[src/hw/rtl/qru_pkg.sv]
// ----------------------------------------------------------------------------
// qru_pkg
// Shared types, constants and operand selection for the quaternion rotation
// unit: input and result formats, queue command format, and the per-lane
// product/bias table that the back end feeds to its multiplier array.
// ----------------------------------------------------------------------------
package qru_pkg;

  // Fixed point format of all quaternion components.
  localparam int FRAC_BITS = 14;

  // Accumulator width: four doubled 32-bit products plus a bias that can
  // reach 2^(2*FRAC_BITS) or a component shifted up by FRAC_BITS.
  localparam int ACC_W_A = 36;
  localparam int ACC_W_B = 2 * FRAC_BITS + 3;
  localparam int ACC_W_C = FRAC_BITS + 18;
  localparam int ACC_W_AB = (ACC_W_A > ACC_W_B) ? ACC_W_A : ACC_W_B;
  localparam int ACC_W = (ACC_W_AB > ACC_W_C) ? ACC_W_AB : ACC_W_C;

  // Width of an accumulator after the rounding shift.
  localparam int RND_W = ACC_W - FRAC_BITS;

  // Command queue between front and back end (depth is a power of two).
  localparam int Q_DEPTH = 4;
  localparam int Q_PTR_W = $clog2(Q_DEPTH);

  // Index of the final matrix row produced by a rotation request.
  localparam logic [1:0] LAST_ROW = 2'd2;

  typedef logic signed [15:0] q_t;
  typedef logic signed [ACC_W-1:0] acc_t;

  // Accumulator constants.
  localparam acc_t ONE_SQ = ACC_W'(1) <<< (2 * FRAC_BITS);
  localparam acc_t DIAG_BIAS = -ONE_SQ;
  localparam acc_t RND_HALF = ACC_W'(1) <<< (FRAC_BITS - 1);

  // Operation codes carried by func.
  typedef enum logic [1:0] {
    OP_PROD = 2'd0,
    OP_CONJ = 2'd1,
    OP_ROT  = 2'd2
  } op_t;

  // Input transaction.
  typedef struct packed {
    logic [1:0] func;
    q_t         a_real;
    q_t         a_i;
    q_t         a_j;
    q_t         a_k;
    q_t         b_real;
    q_t         b_i;
    q_t         b_j;
    q_t         b_k;
  } in_item_t;

  // Result transaction.
  typedef struct packed {
    q_t         out_0;
    q_t         out_1;
    q_t         out_2;
    q_t         out_3;
    logic [1:0] row_index;
    logic       last;
    logic       saturated;
  } out_item_t;

  // Classified command held in the queue; index 0 is the real part.
  typedef struct packed {
    op_t           op;
    logic [3:0][15:0] a;
    logic [3:0][15:0] b;
  } cmd_t;

  // Result tag that rides along the back-end pipeline.
  typedef struct packed {
    logic [1:0] row;
    logic       last;
  } meta_t;

  // Operands for one result: four lanes of four products each, a sign per
  // product, a doubling flag and a bias per lane.
  typedef struct packed {
    logic [3:0][3:0][15:0] x;
    logic [3:0][3:0][15:0] y;
    logic [3:0][3:0]       neg;
    logic                  dbl;
    logic [3:0][ACC_W-1:0] bias;
  } opnd_t;

  // Queue flow control between front and back end.
  typedef struct packed {
    logic full;
    logic vld;
  } q_stat_t;

  // Build the operand set for one result of a command.
  function automatic opnd_t build_opnd(cmd_t cmd, logic [1:0] row);
    opnd_t o;
    acc_t  ext;
    int    i;
    int    k;
    int    nxt;
    o = '0;
    case (cmd.op)
      OP_PROD: begin
        // Real lane.
        o.x[0] = {cmd.a[0], cmd.a[1], cmd.a[2], cmd.a[3]};
        o.y[0] = {cmd.b[0], cmd.b[1], cmd.b[2], cmd.b[3]};
        o.neg[0] = 4'b0111;
        // i lane.
        o.x[1] = {cmd.a[0], cmd.b[0], cmd.a[2], cmd.a[3]};
        o.y[1] = {cmd.b[1], cmd.a[1], cmd.b[3], cmd.b[2]};
        o.neg[1] = 4'b0001;
        // j lane.
        o.x[2] = {cmd.a[0], cmd.b[0], cmd.a[3], cmd.a[1]};
        o.y[2] = {cmd.b[2], cmd.a[2], cmd.b[1], cmd.b[3]};
        o.neg[2] = 4'b0001;
        // k lane.
        o.x[3] = {cmd.a[0], cmd.b[0], cmd.a[1], cmd.a[2]};
        o.y[3] = {cmd.b[3], cmd.a[3], cmd.b[2], cmd.b[1]};
        o.neg[3] = 4'b0001;
      end
      OP_CONJ: begin
        // Components enter as biases at product scale; rounding is exact.
        for (int n = 0; n < 4; n++) begin
          ext = ACC_W'($signed(cmd.a[n]));
          if (n != 0) begin
            ext = -ext;
          end
          o.bias[n] = ext <<< FRAC_BITS;
        end
      end
      OP_ROT: begin
        // Row i of (2r^2-1)I + 2vv^T + 2r[v]x, lane 3 stays zero.
        o.dbl = 1'b1;
        i = int'(row);
        if (i < 3) begin
          nxt = (i == 2) ? 0 : i + 1;
          for (int j = 0; j < 3; j++) begin
            o.x[j][3] = cmd.a[i + 1];
            o.y[j][3] = cmd.a[j + 1];
            o.x[j][2] = cmd.a[0];
            if (i == j) begin
              o.y[j][2] = cmd.a[0];
              o.bias[j] = DIAG_BIAS;
            end else begin
              k = 3 - i - j;
              o.y[j][2] = cmd.a[k + 1];
              o.neg[j][2] = (j == nxt);
            end
          end
        end
      end
      default: begin
        o = '0;
      end
    endcase
    return o;
  endfunction

endpackage

[src/hw/rtl/qru_queue.sv]
// ----------------------------------------------------------------------------
// qru_queue
// Short command queue that decouples the accepting front end from the
// result-producing back end.
// ----------------------------------------------------------------------------
module qru_queue import qru_pkg::*; (
  input  logic    clk,
  input  logic    rst_n,
  input  logic    push,
  input  cmd_t    push_cmd,
  input  logic    pop,
  output cmd_t    head_cmd,
  output q_stat_t stat
);

  cmd_t               mem_r [Q_DEPTH];
  logic [Q_PTR_W-1:0] wr_ptr_r;
  logic [Q_PTR_W-1:0] wr_ptr_nxt;
  logic [Q_PTR_W-1:0] rd_ptr_r;
  logic [Q_PTR_W-1:0] rd_ptr_nxt;
  logic [Q_PTR_W:0]   count_r;
  logic [Q_PTR_W:0]   count_nxt;

  // Pointer and fill count update.
  always_comb begin
    wr_ptr_nxt = push ? wr_ptr_r + 1'b1 : wr_ptr_r;
    rd_ptr_nxt = pop ? rd_ptr_r + 1'b1 : rd_ptr_r;
    count_nxt  = count_r;
    if (push && !pop) begin
      count_nxt = count_r + 1'b1;
    end else if (pop && !push) begin
      count_nxt = count_r - 1'b1;
    end
  end

  always_ff @(posedge clk) begin
    if (!rst_n) begin
      wr_ptr_r <= '0;
      rd_ptr_r <= '0;
      count_r  <= '0;
    end else begin
      wr_ptr_r <= wr_ptr_nxt;
      rd_ptr_r <= rd_ptr_nxt;
      count_r  <= count_nxt;
    end
  end

  // Entry storage.
  always_ff @(posedge clk) begin
    if (push) begin
      mem_r[wr_ptr_r] <= push_cmd;
    end
  end

  assign head_cmd  = mem_r[rd_ptr_r];
  assign stat.vld  = (count_r != '0);
  assign stat.full = (count_r == (Q_PTR_W + 1)'(Q_DEPTH));

  // The front end never writes a full queue.
  a_no_overflow: assert property (@(posedge clk) disable iff (!rst_n)
    push |-> !stat.full)
    else $error("queue written while full");

  // The back end never reads an empty queue.
  a_no_underflow: assert property (@(posedge clk) disable iff (!rst_n)
    pop |-> stat.vld)
    else $error("queue read while empty");

  // The pointers stay consistent with the fill count.
  a_ptr_count: assert property (@(posedge clk) disable iff (!rst_n)
    (count_r == '0) || (count_r == (Q_PTR_W + 1)'(Q_DEPTH)) |->
      (wr_ptr_r == rd_ptr_r))
    else $error("queue pointers disagree with fill count");

endmodule

[config.mk]
export PLATFORM = sky130hd
export DESIGN_NAME = qru_queue
export DESIGN_NICKNAME = d
export VERILOG_FILES = /design/src/hw/rtl/qru_pkg.sv /design/src/hw/rtl/qru_queue.sv
export SDC_FILE = /design/constraint.sdc
export NUM_CORES = 1
export LEC_CHECK = 0
export ABC_AREA = 1
export BUFFER_PORTS_ARGS = -buffer_cell sky130_fd_sc_hd__buf_2
export CORE_MARGIN = 5
export CORE_UTILIZATION = 59
export CTS_BUF_LIST = sky130_fd_sc_hd__clkbuf_2
export CTS_CLUSTER_SIZE = 40
export DETAILED_ROUTE_END_ITERATION = 7
export GPL_ROUTABILITY_DRIVEN = 0
export HOLD_SLACK_MARGIN = 0.1
export PLACE_DENSITY = 0.87
export SYNTH_ARGS = -nofsm -noshare
export SYNTH_HDL_FRONTEND = slang
export SYNTH_SLANG_ARGS = --single-unit
[constraint.sdc]
create_clock -name clk -period 5.2 [get_ports clk]
set_clock_uncertainty 0.05 [all_clocks]
set_input_delay 0.26 -clock clk [delete_from_list [all_inputs] [get_ports clk]]
set_output_delay 0.26 -clock clk [all_outputs]
set_load 0.02 [all_outputs]
==> results.py, run 1 <==
metrics = {
    "synth": {
        "synth.distinct_cells": 23,
        "async_flop_share_pct": 0,
        "yosysWarnings": 0,
        "synth.avg_cell_area_um2": 15.0,
        "yosysMostFrequentCell": "edfxtp_1",
        "yosysSeqAreaShare_pct": 80.1,
        "netlist_area_um2": 19700,
        "synth_fp_nets": 1456,
        "netlist.area_leader.share_pct": 79.2,
        "synthTopCellsByCount": "520 x edfxtp_1, 266 x nor2_1, 196 x o21ai_0, 130 x o22ai_1, 70 x o21ai_1",
        "ys_ff_latch": 529,
        "syn-instance-count": 1316,
        "yosysTopAreaCell": "edfxtp_1",
        "synth.area.top_cells": "edfxtp_1 79%, nor2_1 5.1%, o21ai_0 5.0%",
        "synth_edf_count": 520,
        "ys.flop_type": "edfxtp_1",
    },
    "layout": {
        "drive_gt1_share_pct": 23.8,
        "syn2layout_area_growth_pct": 26.6,
        "final-instance-count-excl-fill": 2441,
        "fin_nets": 2038,
    },
    "power": {
        "power.share.sequential_pct": 57.0,
        "p_sw_w": 0.00238,
        "p_int_w": 0.00627,
        "clkPwrFrac_pct": 30.0,
        "irDropWorstVdd_mv": 0.273,
        "p_total_w": 0.00866,
        "p_sw_share_pct": 27.5,
        "p_leak_nw": 9.10,
        "powerDensity_nw_per_um2": 347,
        "comb_power_share_pct": 13.0,
    },
    "critical_path": {
        "cp_cell_sequence": "inv_4 -> buf_4 -> o21ai_0 -> o22ai_1 -> buf_2",
        "worstSetupStartpointType": "register",
        "cpMaxStageDelayCell": "inv_4",
        "path_max_fanout": 71,
        "end_kind": "output port",
        "crit_type": "register to output port",
        "critPathMaxStageDelay_ns": 0.71,
        "regToRegSetupSlack_ns": 2.72,
        "critPathArrivalTime_ns": 3.49,
        "critical_path_required_ns": 4.89,
    },
    "floorplanning": {
        "fp.dieH_um": 193,
        "dieArea_um2": 37200,
        "die_w_um": 193,
        "initial_core_util_pct": 59.3,
        "num_rows": 67,
        "pin_count": 266,
        "coreArea_um2": 33300,
    },
    "route": {
        "routed_via_density": 5.76,
        "vias": 14060,
        "wl_met1_um": 18200,
        "route.met2.wl_um": 26900,
        "met3_length_um": 5350,
        "drcViolationCount": 0,
        "drt-wirelength-per-cell_um": 21.3,
        "drtPass1Iterations": 6,
        "drt_iter0_drc": 1373,
        "drt_wl_total_um": 52100,
        "top_layer": "met4",
        "ant_nets": 0,
    },
    "clock_network": {
        "clockBufferDepth": 3,
        "cts_setup_buffers": 0,
        "cts_tree": "yes",
        "clkLatencyLatePin_ns": 0.99,
        "cts_buffers": 118,
        "clk_pin_slew_ns": 0.11,
        "root_buffer": "clkbuf_2",
        "ctsHtreeMaxLevel": 3,
        "cts.sinks": 529,
    },
    "min_path": {
        "hold_class": "register to register",
    },
    "status": {
        "status": "finished clean",
    },
    "sta": {
        "finalMaxSlewViolations": 0,
        "rsz0062_at_grt": "no",
        "min_period_ns": 3.80,
        "timing.final.ws_setup_ns": 1.40,
        "tightest_slew_ns": 1.13,
        "finalHoldViolCount": 0,
        "fin_setup_tns_ns": 0,
        "fin_crit_sh_pct": 73.0,
        "fmax_ghz": 0.263,
        "maxSlewHeadroom_pct": 24.5,
        "setup_viol": 0,
    },
    "placement": {
        "place_ws_ns": 2.47,
        "hpwl_um": 24300,
        "place_inst": 1957,
        "portBuffers": 265,
    },
    "global_route": {
        "grt-ovfl-total": 0,
        "grt.total_usage_pct": 27.4,
        "grt_pass1_vias": 14420,
        "grt_pass1_wl_um": 78200,
        "grt_start_max_net_pins": 261,
        "antenna_found_initial": 4,
    },
    "flow_run": {
        "max_cap_violations": 0,
    },
}
## metal layers
layer / track usage, % / vias to the layer above
met1: 32.8 / 6811
met2: 47.3 / 886
li1: - / 6233
met4: 10.9 / 0
met3: 7.69 / 130
met5: 0 / -
## metrics by stage
stage                     util [%]  cell area, um^2  hold WS [ns]
after floorplan                  -            19700         0.309
after global placement        63.7            21200         0.362
after detailed placement      63.7            21200         0.401
after CTS                     75.0            25000         0.379
after global routing          75.0            25000         0.425
final                         75.1            25000         0.410
## state kept, by name (all words and copies together) (netlist names), named ones only
register and cells:
rd_ptr_r 2, count_r 3, mem_r 520, wr_ptr_r 2
## power groups by stage
stage	clock network, W	logic [W]	registers, W
after detailed placement	0	0.000923	0.00502
after global placement	0	0.000893	0.00501
after global routing	0.00286	0.00121	0.00495
after floorplan	0	0.000590	0.00502
final	0.00259	0.00113	0.00494
after CTS	0.00255	0.00109	0.00493
## path summary, 6_finish.rpt
kind / start / to / cells past startpoint
max: register / head_cmd[44] / 5
min: rd_ptr_r[1] / register / 1
max reg2reg: count_r[0] / count_r[2] / 8
min reg2reg: rd_ptr_r[1] / register / 1
## cell usage in the layout, fill, tap and decap left out, drive strengths merged, types with 5 or more instances in the layout
master       count
o22ai          130
o21ai          266
ha               5
edfxtp         520
clkinv          25
clkbuf         179
nor2           266
nand2           10
dlygate4sd3    269
diode            5
buf            278
inv             19
dfxtp            9
## kinds of logic (layout without fill, tap and decap cells)
| family | after synthesis | count (layout) | share of synthesized area [%] |
|---|---|---|---|
| flip-flops | 529 | 529 | 80.1 |
| AO/OA/AOI/OAI | 400 | 400 | 11.0 |
| AND/OR/NAND/NOR | 279 | 279 | 5.33 |
| buffers and inverters | 102 | 774 | 3.20 |
| adder cells (fa/ha/maj) | 6 | 6 | 0.419 |
| other | 0 | 5 | 0 |
## worst max-delay path, delay by kind of cell, from the launching register on
kind,cells,cell delay (ns)
buffers and inverters,3,1.44
flip-flops,1,0.58
AO/OA/AOI/OAI,2,0.44
## layout make-up
type | instances | area, um^2
fillers | 1824 | 8300
diodes | 5 | 12.5
repair buffers | 547 | 4130
clock inverters | 31 | 180
inverters | 17 | 98.8
multi-input cells | 685 | 3300
well taps | 448 | 561
clock buffers | 179 | 896
flip-flops and latches | 529 | 15800
## timing repair
| item | CTS | global route |
|---|---|---|
| setup endpoints to repair | 0 | 0 |
| hold buffers | 269 | 0 |
| gates resized for setup | 0 | 0 |
| hold endpoints to repair | 786 | 0 |
(Power assumes the default switching activity.)
==> run 2, diff against run 1 <==
- clock period: 5.2 -> 3.7 ns (I/O delays scaled with it)
==> results.py, run 2 (synthesis gave the netlist of run 1 again) <==
metrics = {
    "status": {
        "status": "finished clean",
    },
    "clock_network": {
        "clockBufferDepth": 3,
        "cts_tree": "yes",
        "ctsHtreeMaxLevel": 3,
        "clkLatencyLatePin_ns": 1.03,
        "cts_buffers": 121,
        "cts.sinks": 529,
        "root_buffer": "clkbuf_2",
        "cts_setup_buffers": 0,
        "clk_pin_slew_ns": 0.19,
    },
    "power": {
        "powerDensity_nw_per_um2": 496,
        "irDropWorstVdd_mv": 0.378,
        "p_total_w": 0.0125,
        "p_leak_nw": 9.18,
    },
    "global_route": {
        "antenna_found_initial": 4,
        "grt-ovfl-total": 0,
        "grt_pass1_vias": 15128,
        "grt_start_max_net_pins": 261,
        "grt.total_usage_pct": 28.9,
        "grt_pass1_wl_um": 82000,
    },
    "sta": {
        "min_period_ns": 3.51,
        "setup_viol": 0,
        "finalHoldViolCount": 0,
        "tightest_slew_ns": 1.08,
        "fin_setup_tns_ns": 0,
        "fin_crit_sh_pct": 94.9,
        "maxSlewHeadroom_pct": 28.2,
        "fmax_ghz": 0.285,
        "rsz0062_at_grt": "no",
        "finalMaxSlewViolations": 0,
    },
    "floorplanning": {
        "pin_count": 266,
        "coreArea_um2": 33300,
        "initial_core_util_pct": 59.3,
        "die_w_um": 193,
        "dieArea_um2": 37200,
        "num_rows": 67,
        "fp.dieH_um": 193,
    },
    "critical_path": {
        "critical_path_required_ns": 3.46,
        "critPathArrivalTime_ns": 3.28,
        "timing.rr.start": "count_r[0]",
        "r2r_cells": 8,
        "worstSetupStartpointType": "register",
        "end_kind": "output port",
        "path_max_fanout": 260,
        "regToRegSetupSlack_ns": 1.09,
        "crit_type": "register to output port",
        "r2r-end": "count_r[2]",
    },
    "route": {
        "routed_via_density": 5.86,
        "ant_nets": 0,
        "drcViolationCount": 0,
        "vias": 14351,
        "drt_iter0_drc": 1358,
        "drt-wirelength-per-cell_um": 22.1,
        "drtPass1Iterations": 6,
        "drt_wl_total_um": 54100,
    },
    "min_path": {
        "hp-start": "push",
        "whs_endpoint": "mem_r[1][17]",
        "hold_class": "input pin to register",
        "hold-path-cell-count": 4,
    },
    "layout": {
        "mostFrequentLayoutCells": "520 x edfxtp_1, 268 x dlygate4sd3_1, 266 x nor2_1, 265 x buf_2, 196 x o21ai_0",
        "multi_input_area_um2": 3300,
        "largest_reg_flops": 520,
        "final_common_cell": "edfxtp_1",
        "seqCellArea_um2": 15800,
        "fillers": 1830,
        "drive_gt1_share_pct": 24.2,
        "fin_nets": 2043,
        "final-instance-count-excl-fill": 2451,
        "top_register": "mem_r",
        "syn2layout_area_growth_pct": 27.4,
        "reg_top3": "mem_r (520), count_r (3)",
    },
    "placement": {
        "portBuffers": 265,
        "place_inst": 1960,
        "hpwl_um": 24600,
    },
    "flow_run": {
        "max_cap_violations": 0,
    },
}
[run 2: cell types whose count changed in the layout (fill, tap and decap cells not counted)]
cell / before / now
buf_12: 1 / 7
buf_4: 12 / 9
clkbuf_2: 179 / 182
clkinv_1: 22 / 24
clkinv_2: 3 / 5
clkinv_4: 0 / 2
bufinv_16: 2 / 3
clkinvlp_4: 2 / 1
diode_2: 5 / 4
dlygate4sd3_1: 269 / 268
[run 2: stage by stage]
| stage | setup WS [ns] | cell area (um^2) | hold WS [ns] | util [%] |
|---|---|---|---|---|
| final | 0.188 | 25100 | 0.280 | 75.5 |
| after CTS | 0.172 | 25100 | 0.162 | 75.5 |
| after global placement | 1.51 | 21300 | 0.344 | 64.0 |
| after global routing | 0.0292 | 25100 | 0.271 | 75.5 |
| after floorplan | 0.0752 | 19700 | 0.234 | - |
| after detailed placement | 1.37 | 21300 | 0.350 | 64.0 |
[run 2: worst max path at each step]
stage	from	endpoint	slack, ns	depth (start not counted)
6_report	register	head_cmd[114]	0.19	4
5_1_grt	register	head_cmd[2]	0.03	4
2_1_floorplan	wr_ptr_r[0]	mem_r[2][0]	0.08	4
3_5_place_dp	register	head_cmd[6]	1.37	4
3_3_place_gp	register	head_cmd[57]	1.51	4
4_1_cts	register	head_cmd[6]	0.17	4
[run 2: per-layer routing]
layer / vias to the layer above / part of all wire (%) / GRT usage (%)
met4: 0 / 4.1 / 14.3
li1: 6252 / - / -
met3: 192 / 9.8 / 7.33
met1: 6911 / 35 / 33.3
met2: 996 / 52 / 50.2
met5: - / 0 / 0
[run 2: repair_timing]
action                                 in CTS  in global routing
endpoints found under the hold margin    1027                  0
hold buffers                              268                  0
resized for setup                           0                  0
[run 2: worst max-delay path: stages, from the launching register on]
cell and delay, ns:
dfxtp_4 0.57, inv_12 0.79, o21ai_1 0.26, o22ai_1 0.26, buf_2 0.22
[run 2: where the power goes]
group | total (W) | internal (W) | switching, W
Clock | 0.00391 | 0.00153 | 0.00238
Sequential | 0.00693 | 0.00684 | 0.0000911
Combinational | 0.00162 | 0.000567 | 0.00106
Total | 0.0125 | 0.00894 | 0.00353
[run 2: layout make-up]
class | instances | share of cell area, %
antenna | 4 | 0.0398
clock buffer | 182 | 3.62
clock inverter | 37 | 0.946
inverter | 17 | 0.393
multi-input combinational | 685 | 13.1
sequential | 529 | 62.9
tap | 448 | 2.23
timing repair buffer | 549 | 16.8
