`src/hw/rtl/qru_pkg.sv`:
```
// ----------------------------------------------------------------------------
// qru_pkg
// Shared types, constants and operand selection for the quaternion rotation
// unit: input and result formats, queue command format, and the per-lane
// product/bias table that the back end feeds to its multiplier array.
// ----------------------------------------------------------------------------
package qru_pkg;

  // Fixed point format of all quaternion components.
  localparam int FRAC_BITS = 14;

  // Accumulator width: four doubled 32-bit products plus a bias that can
  // reach 2^(2*FRAC_BITS) or a component shifted up by FRAC_BITS.
  localparam int ACC_W_A = 36;
  localparam int ACC_W_B = 2 * FRAC_BITS + 3;
  localparam int ACC_W_C = FRAC_BITS + 18;
  localparam int ACC_W_AB = (ACC_W_A > ACC_W_B) ? ACC_W_A : ACC_W_B;
  localparam int ACC_W = (ACC_W_AB > ACC_W_C) ? ACC_W_AB : ACC_W_C;

  // Width of an accumulator after the rounding shift.
  localparam int RND_W = ACC_W - FRAC_BITS;

  // Command queue between front and back end (depth is a power of two).
  localparam int Q_DEPTH = 4;
  localparam int Q_PTR_W = $clog2(Q_DEPTH);

  // Index of the final matrix row produced by a rotation request.
  localparam logic [1:0] LAST_ROW = 2'd2;

  typedef logic signed [15:0] q_t;
  typedef logic signed [ACC_W-1:0] acc_t;

  // Accumulator constants.
  localparam acc_t ONE_SQ = ACC_W'(1) <<< (2 * FRAC_BITS);
  localparam acc_t DIAG_BIAS = -ONE_SQ;
  localparam acc_t RND_HALF = ACC_W'(1) <<< (FRAC_BITS - 1);

  // Operation codes carried by func.
  typedef enum logic [1:0] {
    OP_PROD = 2'd0,
    OP_CONJ = 2'd1,
    OP_ROT  = 2'd2
  } op_t;

  // Input transaction.
  typedef struct packed {
    logic [1:0] func;
    q_t         a_real;
    q_t         a_i;
    q_t         a_j;
    q_t         a_k;
    q_t         b_real;
    q_t         b_i;
    q_t         b_j;
    q_t         b_k;
  } in_item_t;

  // Result transaction.
  typedef struct packed {
    q_t         out_0;
    q_t         out_1;
    q_t         out_2;
    q_t         out_3;
    logic [1:0] row_index;
    logic       last;
    logic       saturated;
  } out_item_t;

  // Classified command held in the queue; index 0 is the real part.
  typedef struct packed {
    op_t           op;
    logic [3:0][15:0] a;
    logic [3:0][15:0] b;
  } cmd_t;

  // Result tag that rides along the back-end pipeline.
  typedef struct packed {
    logic [1:0] row;
    logic       last;
  } meta_t;

  // Operands for one result: four lanes of four products each, a sign per
  // product, a doubling flag and a bias per lane.
  typedef struct packed {
    logic [3:0][3:0][15:0] x;
    logic [3:0][3:0][15:0] y;
    logic [3:0][3:0]       neg;
    logic                  dbl;
    logic [3:0][ACC_W-1:0] bias;
  } opnd_t;

  // Queue flow control between front and back end.
  typedef struct packed {
    logic full;
    logic vld;
  } q_stat_t;

  // Build the operand set for one result of a command.
  function automatic opnd_t build_opnd(cmd_t cmd, logic [1:0] row);
    opnd_t o;
    acc_t  ext;
    int    i;
    int    k;
    int    nxt;
    o = '0;
    case (cmd.op)
      OP_PROD: begin
        // Real lane.
        o.x[0] = {cmd.a[0], cmd.a[1], cmd.a[2], cmd.a[3]};
        o.y[0] = {cmd.b[0], cmd.b[1], cmd.b[2], cmd.b[3]};
        o.neg[0] = 4'b0111;
        // i lane.
        o.x[1] = {cmd.a[0], cmd.b[0], cmd.a[2], cmd.a[3]};
        o.y[1] = {cmd.b[1], cmd.a[1], cmd.b[3], cmd.b[2]};
        o.neg[1] = 4'b0001;
        // j lane.
        o.x[2] = {cmd.a[0], cmd.b[0], cmd.a[3], cmd.a[1]};
        o.y[2] = {cmd.b[2], cmd.a[2], cmd.b[1], cmd.b[3]};
        o.neg[2] = 4'b0001;
        // k lane.
        o.x[3] = {cmd.a[0], cmd.b[0], cmd.a[1], cmd.a[2]};
        o.y[3] = {cmd.b[3], cmd.a[3], cmd.b[2], cmd.b[1]};
        o.neg[3] = 4'b0001;
      end
      OP_CONJ: begin
        // Components enter as biases at product scale; rounding is exact.
        for (int n = 0; n < 4; n++) begin
          ext = ACC_W'($signed(cmd.a[n]));
          if (n != 0) begin
            ext = -ext;
          end
          o.bias[n] = ext <<< FRAC_BITS;
        end
      end
      OP_ROT: begin
        // Row i of (2r^2-1)I + 2vv^T + 2r[v]x, lane 3 stays zero.
        o.dbl = 1'b1;
        i = int'(row);
        if (i < 3) begin
          nxt = (i == 2) ? 0 : i + 1;
          for (int j = 0; j < 3; j++) begin
            o.x[j][3] = cmd.a[i + 1];
            o.y[j][3] = cmd.a[j + 1];
            o.x[j][2] = cmd.a[0];
            if (i == j) begin
              o.y[j][2] = cmd.a[0];
              o.bias[j] = DIAG_BIAS;
            end else begin
              k = 3 - i - j;
              o.y[j][2] = cmd.a[k + 1];
              o.neg[j][2] = (j == nxt);
            end
          end
        end
      end
      default: begin
        o = '0;
      end
    endcase
    return o;
  endfunction

endpackage

```
`src/hw/rtl/qru_front.sv`:
```
// ----------------------------------------------------------------------------
// qru_front
// Front end: takes input transactions, drops unused operation codes and
// hands classified commands to the queue.
// ----------------------------------------------------------------------------
module qru_front import qru_pkg::*; (
  input  logic     clk,
  input  logic     rst_n,
  input  logic     start,
  input  in_item_t in_data,
  output logic     busy,
  input  q_stat_t  q_stat,
  output logic     push,
  output cmd_t     push_cmd
);

  logic f_vld_r;
  logic f_vld_nxt;
  cmd_t f_cmd_r;
  logic take;
  logic known;

  // Holding register drains into the queue whenever there is room.
  assign push = f_vld_r && !q_stat.full;
  assign busy = f_vld_r && q_stat.full;
  assign take = start && !busy;

  // Classification: an unused code is taken but issues nothing.
  always_comb begin
    known     = in_data.func inside {OP_PROD, OP_CONJ, OP_ROT};
    f_vld_nxt = f_vld_r && !push;
    if (take && known) begin
      f_vld_nxt = 1'b1;
    end
  end

  always_ff @(posedge clk) begin
    if (!rst_n) begin
      f_vld_r <= 1'b0;
    end else begin
      f_vld_r <= f_vld_nxt;
    end
  end

  always_ff @(posedge clk) begin
    if (take) begin
      f_cmd_r.op <= op_t'(in_data.func);
      f_cmd_r.a  <= {in_data.a_k, in_data.a_j, in_data.a_i, in_data.a_real};
      f_cmd_r.b  <= {in_data.b_k, in_data.b_j, in_data.b_i, in_data.b_real};
    end
  end

  assign push_cmd = f_cmd_r;

endmodule

```
`config.mk`:
```
export PLATFORM = sky130hd
export DESIGN_NAME = qru_front
export DESIGN_NICKNAME = d
export VERILOG_FILES = /design/src/hw/rtl/qru_pkg.sv /design/src/hw/rtl/qru_front.sv
export SDC_FILE = /design/constraint.sdc
export NUM_CORES = 1
export LEC_CHECK = 0
export ABC_CLOCK_PERIOD_IN_PS = 13510
export BUFFER_PORTS_ARGS = -buffer_cell sky130_fd_sc_hd__buf_2
export CORE_MARGIN = 4
export CORE_UTILIZATION = 44
export DETAILED_ROUTE_END_ITERATION = 8
export GPL_TIMING_DRIVEN = 0
export PLACE_DENSITY = 0.86
export SLEW_MARGIN = 5
export SYNTH_ARGS = -nofsm -noshare
export SYNTH_HDL_FRONTEND = slang
export SYNTH_SLANG_ARGS = --single-unit
```
`constraint.sdc`:
```
create_clock -name clk -period 13.51 [get_ports clk]
set_input_delay 2.702 -clock clk [delete_from_list [all_inputs] [get_ports clk]]
set_output_delay 2.702 -clock clk [all_outputs]
set_load 0.1 [all_outputs]
```
==> metrics.yaml, run 1 <==
rsz0062_at_grt: "false"
antenna_found_initial: 0
track_usage_pct: 18.02
setup_tns_ns: 0
cts_root_buf: "clkbuf_8"
htreeDepth: 4
required_ns: 10.81
final_core_util_pct: 69.30
gp_congestion: 0.7240
drtAntennaViolNets: 0
clk_pin_slew_worst_paths_ns: 0.06
postCtsHoldBufs: 0
drt_iter0_drc: 87
leakage_nw: 2.625
crit_top_cell: "buf_2"
grt_max_degree: 37
num_antenna_cells: 0
hold_depth: 2
grt_overflow_total: 0
worst_slew_pin_slew_ns: 0.8464
die_area_um2: 10590
port_buffers: 265
first_pass_iters: 4
peakVddDrop_mv: 0.1101
sequentialPowerShare_pct: 42.8
drive_gt1_share_pct: 68.89
fin_crit_sh_pct: 45.25
crit_path_end_kind: "primary output"
multi_input_area_um2: 45.04
grt_pass1_wl_um: 13580
outcome: "finished clean"
crit_chain: "buf_2, and2b_1, buf_2"
worstSkewPairLatency_ns: 0.50
p_total_mw: 1.127
die_w_um: 102.9
setup_viol: 0
syn_inst: 136
cpLargestDelayFamily: "buffers and inverters"
maxCapViolCount: 0
nNetsFinal: 558
core_um2: 8721
via_per_inst: 4.537
syn_area_um2: 3961
path_max_fanout: 2
startpoint_type: "input pin"
power.share.clock_pct: 37.3
yosysWarnings: 0
pwr-share-comb_pct: 19.9
wire_per_inst_um: 18.30
switching_share_pct: 31.94
dr_total_vias: 2459
areaGrowthSynthToFinish_pct: 52.56
die_h_um: 102.9
timing.critical_path.buf_inv: 2
relSlewSlack_pct: 43.45
slew_viol_final: 0
critical_path.max_stage_delay_ns: 0.42
fillerInstances: 576
final-seq-area_um2: 3924
period_needed_ns: 6.113
clk_path_buf_depth: 2
critical_path_arrival_ns: 3.41
setup_slack_ns: 7.397
timing.fmax_mhz: 163.6
grt_pass1_vias: 2674
pre_cts_slack_ns: 7.398
ctsResizeCount: 0
synthDistinctLibCells: 7
cts_sinks: 131
rows: 34
syn_nets: 271
boundaryPins: 267
critical_path_class: "in2out"
cts_tree: "done"
hold_path_class: "reg2reg"
stdcell_count: 542
hold_viol: 0
initial_core_util_pct: 45.42
drc_errors: 0
synth-seq-cells: 131
syn_area_per_cell_um2: 29.13
switching_power_mw: 0.3598
cts_buffers: 17
drt-total-wl_um: 9916
post_cts_buffers: 0
synth_seq_area_share_pct: 99.05
power_density_nw_per_um2: 186.4
cpMaxStageDelayCell: "buf_2"
crit_cells: 3
numPlacedInstances: 512
p_int_mw: 0.7669
finalClockSkew_ns: 0.008278
ff2ff_path_depth: 4
place_hpwl_um: 7575
==> through the flow <==
stage / hold WS (ns) / cell area [um2]
floorplan: 0.7740 / 3961
global placement: 0.5791 / 5423
detailed placement: 0.6216 / 5490
CTS: 0.6411 / 6043
global route: 0.6750 / 6043
finish: 0.6358 / 6043
==> power groups by stage <==
stage | combinational, mW | sequential [mW] | clock, mW
after floorplan | 0.00964 | 0.663 | 0
after global placement | 0.219 | 0.495 | 0
after detailed placement | 0.225 | 0.490 | 0
after CTS | 0.226 | 0.483 | 0.429
after global routing | 0.230 | 0.484 | 0.449
final | 0.224 | 0.482 | 0.420
==> kinds of logic (layout without fill, tap and decap cells) <==
| kind of cell | after synthesis | count (layout) | synth area share (%) |
|---|---|---|---|
| AND/OR/NAND/NOR | 3 | 3 | 0.5688 |
| flip-flops | 131 | 131 | 99.05 |
| AO/OA/AOI/OAI | 2 | 2 | 0.3792 |
| buffers and inverters | 0 | 298 | 0 |
==> per-layer routing <==
layer | wire length, um | global-route usage, % | vias up
met5 | 0 | 0 | -
met4 | 159 | 6.873 | 0
met3 | 1366 | 10.22 | 15
met2 | 5374 | 32.26 | 175
met1 | 3015 | 16.93 | 1141
li1 | - | - | 1128
==> area by class of cell <==
class / instances / share of cell area, %
clock buffer: 17 / 6.853
clock inverter: 13 / 2.298
multi-input combinational: 5 / 0.7453
sequential: 131 / 64.93
tap: 108 / 2.236
timing repair buffer: 268 / 22.94
==> cells in the mapped netlist, drive strengths merged <==
library cell | instances | area (um2)
dfxtp | 1 | 20.02
and2b | 1 | 7.510
a21boi | 1 | 7.510
o21a | 1 | 7.510
and2 | 1 | 8.760
edfxtp | 130 | 3904
nor2b | 1 | 6.260
==> worst paths after layout <==
kind	startpoint	endpoint	slack (ns)
max reg2reg	f_vld_r	push_cmd[6]	11.51
min reg2reg	f_vld_r	f_vld_r	0.64
max	q_stat[1]	push	7.40
min	f_vld_r	f_vld_r	0.64
==> flip-flops by register name, indices dropped and copies added, names as in the netlist <==
register	cells
push_cmd	130
f_vld_r	1
==> cell usage in the layout (no fill, tap or decap) <==
master	n
a21boi_0	1
and2_4	1
and2b_1	1
buf_12	3
buf_2	265
bufinv_16	2
clkbuf_16	16
clkbuf_8	1
clkinv_1	1
clkinv_2	2
clkinv_4	3
clkinvlp_4	4
dfxtp_1	1
edfxtp_1	130
inv_6	1
nor2b_4	1
o21a_1	1
==> worst register-to-register path: cells and delay by family (launching register included) <==
kind / cells / cell delay [ns]
buf+inv: 2 / 0.56
flops: 1 / 0.31
simple gates: 2 / 0.81
(Power assumes the default switching activity.)
==> inputs of run 2 (changes only) <==
Settings changed: ABC_AREA set to 1, ABC_CLOCK_PERIOD_IN_PS 13510 to 5100, CORE_UTILIZATION 44 to 37, PLACE_DENSITY 0.86 to 0.77.
Clock period 13.51 ns to 5.1 ns, I/O delays scaled along.
==> run 2 against run 1 <==
Compared with the run above: global-route usage is 2.6 points lower; critical path depth is 1 higher; flip-flop and latch count stayed put; sequential power grew to 2.7 times the previous value; total power grew to 2.6 times the previous value; clock power is 140% higher; worst setup slack worse by 5.0 ns; area after synthesis is 0.19% higher; clock-buffer cell count is 4 higher; via count is 1.1% lower; core utilization is 11 points lower; largest power group unchanged.
==> metrics.yaml, run 2 <==
outcome: "finished clean"  # unchanged
synth_top_area_share_pct: 98.36  # was 98.55%
period_needed_ns: 2.728
first_pass_iters: 4  # unchanged
wire_per_inst_um: 16.27  # was 18.30 um
relSlewSlack_pct: 63.90  # was 43.45%
required_ns: 4.08  # was 10.81 ns
critical_path_arrival_ns: 1.71  # was 3.41 ns
yosysWarnings: 0  # unchanged
worst_slew_pin_slew_ns: 0.5453  # was 0.8464 ns
die_h_um: 111.6  # was 102.9 um
hold_viol: 0  # unchanged
nNetsFinal: 564  # was 558
slew_viol_final: 0  # unchanged
setup_viol: 0  # unchanged
port_buffers: 265  # unchanged
cts_sinks: 131  # unchanged
cts_buffers: 17  # unchanged
worstSkewPairLatency_ns: 0.50  # about the same
finalClockSkew_ns: 0.005018  # was 0.008278 ns
drt-total-wl_um: 9372  # was 9916 um
dr_total_vias: 2431  # was 2459
num_antenna_cells: 0  # unchanged
whs_ns: 0.4881  # was 0.6358 ns
drive_gt1_share_pct: 67.27  # was 68.89%
syn_inst: 141  # was 136
leakage_nw: 2.640  # was 2.625 nW
boundaryPins: 267  # unchanged
syn_area_um2: 3969  # was 3961 um2
drtAntennaViolNets: 0  # unchanged
cts_root_buf: "clkbuf_8"  # unchanged
pre_cts_slack_ns: 2.364  # was 7.398 ns
fillerInstances: 831  # was 576
final_common_cell: "buf_2"  # unchanged
clk_path_buf_depth: 2  # unchanged
die_w_um: 111.6  # was 102.9 um
syn_nets: 276  # was 271
multi_input_area_um2: 37.54  # was 45.04 um2
power_density_nw_per_um2: 477.8  # was 186.4 nW/um2
path_max_fanout: 2  # unchanged
rows: 37  # was 34
track_usage_pct: 15.44  # was 18.02%
areaGrowthSynthToFinish_pct: 52.77  # was 52.56%
synth_seq_area_share_pct: 98.87  # was 99.05%
synthDistinctLibCells: 8  # was 7
drc_errors: 0  # unchanged
htreeDepth: 4  # unchanged
grt_overflow_total: 0  # unchanged
antenna_found_initial: 0  # unchanged
mostFrequentLayoutCells: "265 x buf_2, 130 x edfxtp_1, 16 x clkbuf_16"  # unchanged
startpoint_type: "input pin"  # unchanged
final-seq-area_um2: 3924  # unchanged
clk_pin_slew_worst_paths_ns: 0.05  # was 0.06 ns
grt_pass1_vias: 2729  # was 2674
setup_tns_ns: 0  # unchanged
gp_congestion: 0.8145  # was 0.7240
initial_core_util_pct: 38.27  # was 45.42%
synthFlopType: "edfxtp_1"  # unchanged
die_area_um2: 12450  # was 10590 um2
largest_reg_flops: 130  # unchanged
synthTopCellsByArea: "edfxtp_1 98%, dfxtp_1 0.50%, inv_1 0.28%"  # was edfxtp_1 99%, dfxtp_1 0.51%, and2_4 0.22%
rsz0062_at_grt: "false"  # unchanged
maxCapViolCount: 0  # unchanged
grt_pass1_wl_um: 14420  # was 13580 um
syn_area_per_cell_um2: 28.15  # was 29.13 um2
hold_path_class: "reg2reg"  # unchanged
drt_iter0_drc: 110  # was 87
synth_commonest_cells: "130 x edfxtp_1, 3 x inv_1, 2 x nand2_1, 2 x nor2_1"
grt_max_degree: 36  # was 37
critical_path_class: "in2out"  # unchanged
yosysTopAreaCell: "edfxtp_1"  # unchanged
peakVddDrop_mv: 0.2699  # was 0.1101 mV
timing.fmax_mhz: 366.6
setup_slack_ns: 2.372  # was 7.397 ns
fin_crit_sh_pct: 53.49
via_per_inst: 4.220  # was 4.537
crit_path_end_kind: "primary output"  # unchanged
synthArstFlopShare_pct: 0  # unchanged
place_hpwl_um: 7287  # was 7575 um
synth_edf_count: 130  # unchanged
postCtsHoldBufs: 0  # unchanged
core_um2: 10370  # was 8721 um2
synth.most_common_cell: "edfxtp_1"  # unchanged
cts_tree: "done"  # unchanged
synth-seq-cells: 131  # unchanged
ctsResizeCount: 0  # unchanged
post_cts_buffers: 0  # unchanged
-- run 2: logic make-up (layout without fill, tap and decap cells) --
group,count (synthesis),count (layout),synth area share (%)
and+or+nand+nor,5,5,0.5362
buffers and inverters,4,303,0.3782
DFF,131,131,98.86
AOI/OAI and AO/OA,1,1,0.2207
-- run 2: metrics by stage --
step / power [mW] / instance area [um2] / instances / util, %
global placement: 1.885 / 5473 / 542 / 52.78
detailed placement: 1.900 / 5568 / 546 / 53.69
global route: 3.004 / 6063 / 576 / 58.47
finish: 2.897 / 6063 / 576 / 58.47
floorplan: 1.773 / 3976 / 141 / -
CTS: 2.933 / 6063 / 576 / 58.47
-- run 2: report_power, final --
| group | switching [mW] | internal, mW |
|---|---|---|
| clock | 0.394 | 0.629 |
| combinational | 0.513 | 0.0848 |
| sequential | 0.0142 | 1.26 |
| total | 0.922 | 1.98 |
-- run 2: layout make-up --
type                    count  share of cell area, %
repair buffers            269                  23.44
multi-input cells           6                 0.6191
clock buffers              21                  7.078
clock inverters             9                  1.094
flip-flops and latches    131                  64.71
well taps                 136                  2.806
inverters                   4                 0.2476
-- run 2: worst paths after layout --
kind	startpoint	slack (ns)	to	depth (start not counted)
setup / recovery	q_stat[1]	2.37	busy	4
hold / removal	f_vld_r	0.49	f_vld_r	2
setup reg to reg	f_vld_r	3.50	push_cmd[20]	5
hold reg to reg	f_vld_r	0.49	f_vld_r	2
-- run 2: layer usage --
metal,wire length [um],track usage [%],vias up
li1,-,-,1142
met1,3440,16.74,1096
met2,4613,25.21,176
met3,1118,7.880,17
met4,199,7.299,0
met5,0,0,-
-- run 2: critical path: stages --
cell	delay (ns)
buf_2	0.09
nand2_2	0.07
inv_2	0.09
buf_2	0.43
==> inputs of run 3 (changes only) <==
Settings changed: ABC_CLOCK_PERIOD_IN_PS 5100 to 2600, CORE_UTILIZATION 37 to 41, PLACE_DENSITY 0.77 to 0.81.
Clock period 5.1 ns to 2.6 ns, I/O delays scaled along.
==> run 3 against run 2 <==
Compared with the run above: total power up 110%; sequential share of layout area decreased by 0.93 points; via count increased by 1.7%; combinational power up 96%; critical path depth is 1 lower; first-iteration DRC count down 26%; largest cell class unchanged.
==> metrics.yaml, run 3 (same netlist as run 2, synthesis figures left out) <==
leakage_nw: 2.661  # was 2.640 nW
setup_tns_ns: 0  # unchanged
outcome: "finished clean"  # unchanged
core_um2: 9328  # was 10370 um2
port_buffers: 265  # unchanged
setup_slack_ns: 0.5842  # was 2.372 ns
via_per_inst: 4.329  # was 4.220
drtAntennaViolNets: 0  # unchanged
finalClockSkew_ns: 0.01226  # was 0.005018 ns
path_max_fanout: 2  # unchanged
cts_sinks: 131  # unchanged
hold_path_class: "in2reg"  # was reg2reg
final_common_cell: "buf_2"  # unchanged
numPlacedInstances: 539  # was 546
maxCapViolCount: 0  # unchanged
setup_viol: 0  # unchanged
startpoint_type: "flip-flop"  # was input pin
timing.fmax_mhz: 496.1
crit_start: "f_vld_r"  # was q_stat[1]
r2r_end: "push_cmd[19]"  # was push_cmd[20]
areaGrowthSynthToFinish_pct: 55.01  # was 52.77%
num_antenna_cells: 0  # unchanged
slew_viol_final: 0  # unchanged
grt_overflow_total: 0  # unchanged
critical_path.max_stage_delay_ns: 0.43  # about the same
required_ns: 2.08  # was 4.08 ns
fillerInstances: 678  # was 831
cts_root_buf: "clkbuf_8"  # unchanged
final_core_util_pct: 65.96  # was 58.47%
die_h_um: 106.4  # was 111.6 um
stdcell_count: 571  # was 576
gp_congestion: 0.7202  # was 0.8145
boundaryPins: 267  # unchanged
rows: 35  # was 37
cts_buffers: 17  # unchanged
rsz0062_at_grt: "false"  # unchanged
wire_per_inst_um: 16.44  # was 16.27 um
grt_pass1_wl_um: 13590  # was 14420 um
critical_path_class: "reg2out"  # was in2out
dr_total_vias: 2472  # was 2431
ctsResizeCount: 0  # unchanged
largest_reg_flops: 130  # unchanged
cpMaxStageDelayCell: "buf_2"  # unchanged
place_hpwl_um: 7325  # was 7287 um
r2r_slack_ns: 0.84  # was 3.50 ns
worst_slew_pin_slew_ns: 0.5345  # was 0.5453 ns
worstSkewPairLatency_ns: 0.49  # was 0.50 ns
crit_chain: "inv_1, nor2_1, buf_2"  # was buf_2, nand2_2, inv_2, buf_2
crit_path_end_kind: "primary output"  # unchanged
die_area_um2: 11320  # was 12450 um2
nNetsFinal: 564  # unchanged
clk_path_buf_depth: 2  # unchanged
grt_pass1_vias: 2637  # was 2729
htreeDepth: 4  # unchanged
critical_path_arrival_ns: 1.50  # was 1.71 ns
mostFrequentLayoutCells: "265 x buf_2, 130 x edfxtp_1, 16 x clkbuf_16"  # unchanged
antenna_found_initial: 0  # unchanged
postCtsHoldBufs: 0  # unchanged
relSlewSlack_pct: 64.61  # was 63.90%
p_total_mw: 5.959  # was 2.897 mW
first_pass_iters: 4  # unchanged
track_usage_pct: 16.32  # was 15.44%
post_cts_buffers: 0  # unchanged
cts_tree: "done"  # unchanged
drc_errors: 0  # unchanged
power_density_nw_per_um2: 968.6  # was 477.8 nW/um2
hold_viol: 0  # unchanged
die_w_um: 106.4  # was 111.6 um
initial_core_util_pct: 42.55  # was 38.27%
grt_max_degree: 33  # was 36
period_needed_ns: 2.016
endpoint: "push"  # was busy
ff2ff_path_depth: 6  # was 5
drt_iter0_drc: 81  # was 110
pre_cts_slack_ns: 0.5194  # was 2.364 ns
fin_crit_sh_pct: 77.53
drt-total-wl_um: 9390  # was 9372 um
rr_startpoint: "f_vld_r"  # unchanged
drive_gt1_share_pct: 68.33  # was 67.27%
clk_pin_slew_worst_paths_ns: 0.06  # was 0.05 ns
peakVddDrop_mv: 0.6809  # was 0.2699 mV
==> run 3: changes by cell type in the layout (fill, tap and decap cells not counted), moves of 2 or more <==
cell and delta:
buf_12 +2, buf_16 -2, bufinv_16 +2, clkbuf_1 -2
clkinv_1 -2, clkinv_2 -3, clkinv_4 +2, clkinvlp_4 +4
==> run 3: power by group <==
group | switching (mW) | leakage, nW | internal [mW]
Combinational | 1.01 | 1.12 | 0.165
Clock | 0.826 | 0.272 | 1.46
Sequential | 0.0288 | 1.27 | 2.47
==> run 3: area by class of cell <==
type	instances	area [um2]	share of cell area (%)
timing repair buffer	269	1406	22.86
sequential	131	3924	63.78
clock buffer	19	421.7	6.854
tap	129	161.4	2.624
inverter	4	27.53	0.4474
clock inverter	13	160.2	2.603
multi-input combinational	6	51.30	0.8338
==> run 3: how the worst min path moves through the flow <==
| stage | end | slack [ns] | depth (start not counted) | start |
|---|---|---|---|---|
| 6_report | push_cmd[48] | 0.20 | 1 | in_data[0] |
| 3_3_place_gp | f_vld_r | 0.55 | 2 | f_vld_r |
| 2_1_floorplan | f_vld_r | 0.54 | 2 | f_vld_r |
| 4_1_cts | push_cmd[63] | 0.17 | 1 | in_data[15] |
| 5_1_grt | push_cmd[106] | 0.17 | 1 | in_data[90] |
| 3_5_place_dp | f_vld_r | 0.55 | 2 | f_vld_r |
==> run 3: critical path: cells and delay by family (launching register included) <==
| family | cells | cell delay, ns |
|---|---|---|
| and+or+nand+nor | 1 | 0.09 |
| DFF | 1 | 0.42 |
| buffers and inverters | 2 | 0.49 |
==> run 3: metrics by stage <==
stage / hold WS [ns] / area [um2]
2_1_floorplan: 0.5380 / 4003
3_3_place_gp: 0.5468 / 5490
3_5_place_dp: 0.5509 / 5570
4_1_cts: 0.1736 / 6152
5_1_grt: 0.1688 / 6152
6_report: 0.1956 / 6152
==> run 3: routing by layer <==
metal | GRT usage, % | wire, um
met3 | 7.893 | 1047
met5 | 0 | 0
met1 | 15.61 | 3100
met2 | 29.73 | 5059
met4 | 6.475 | 182
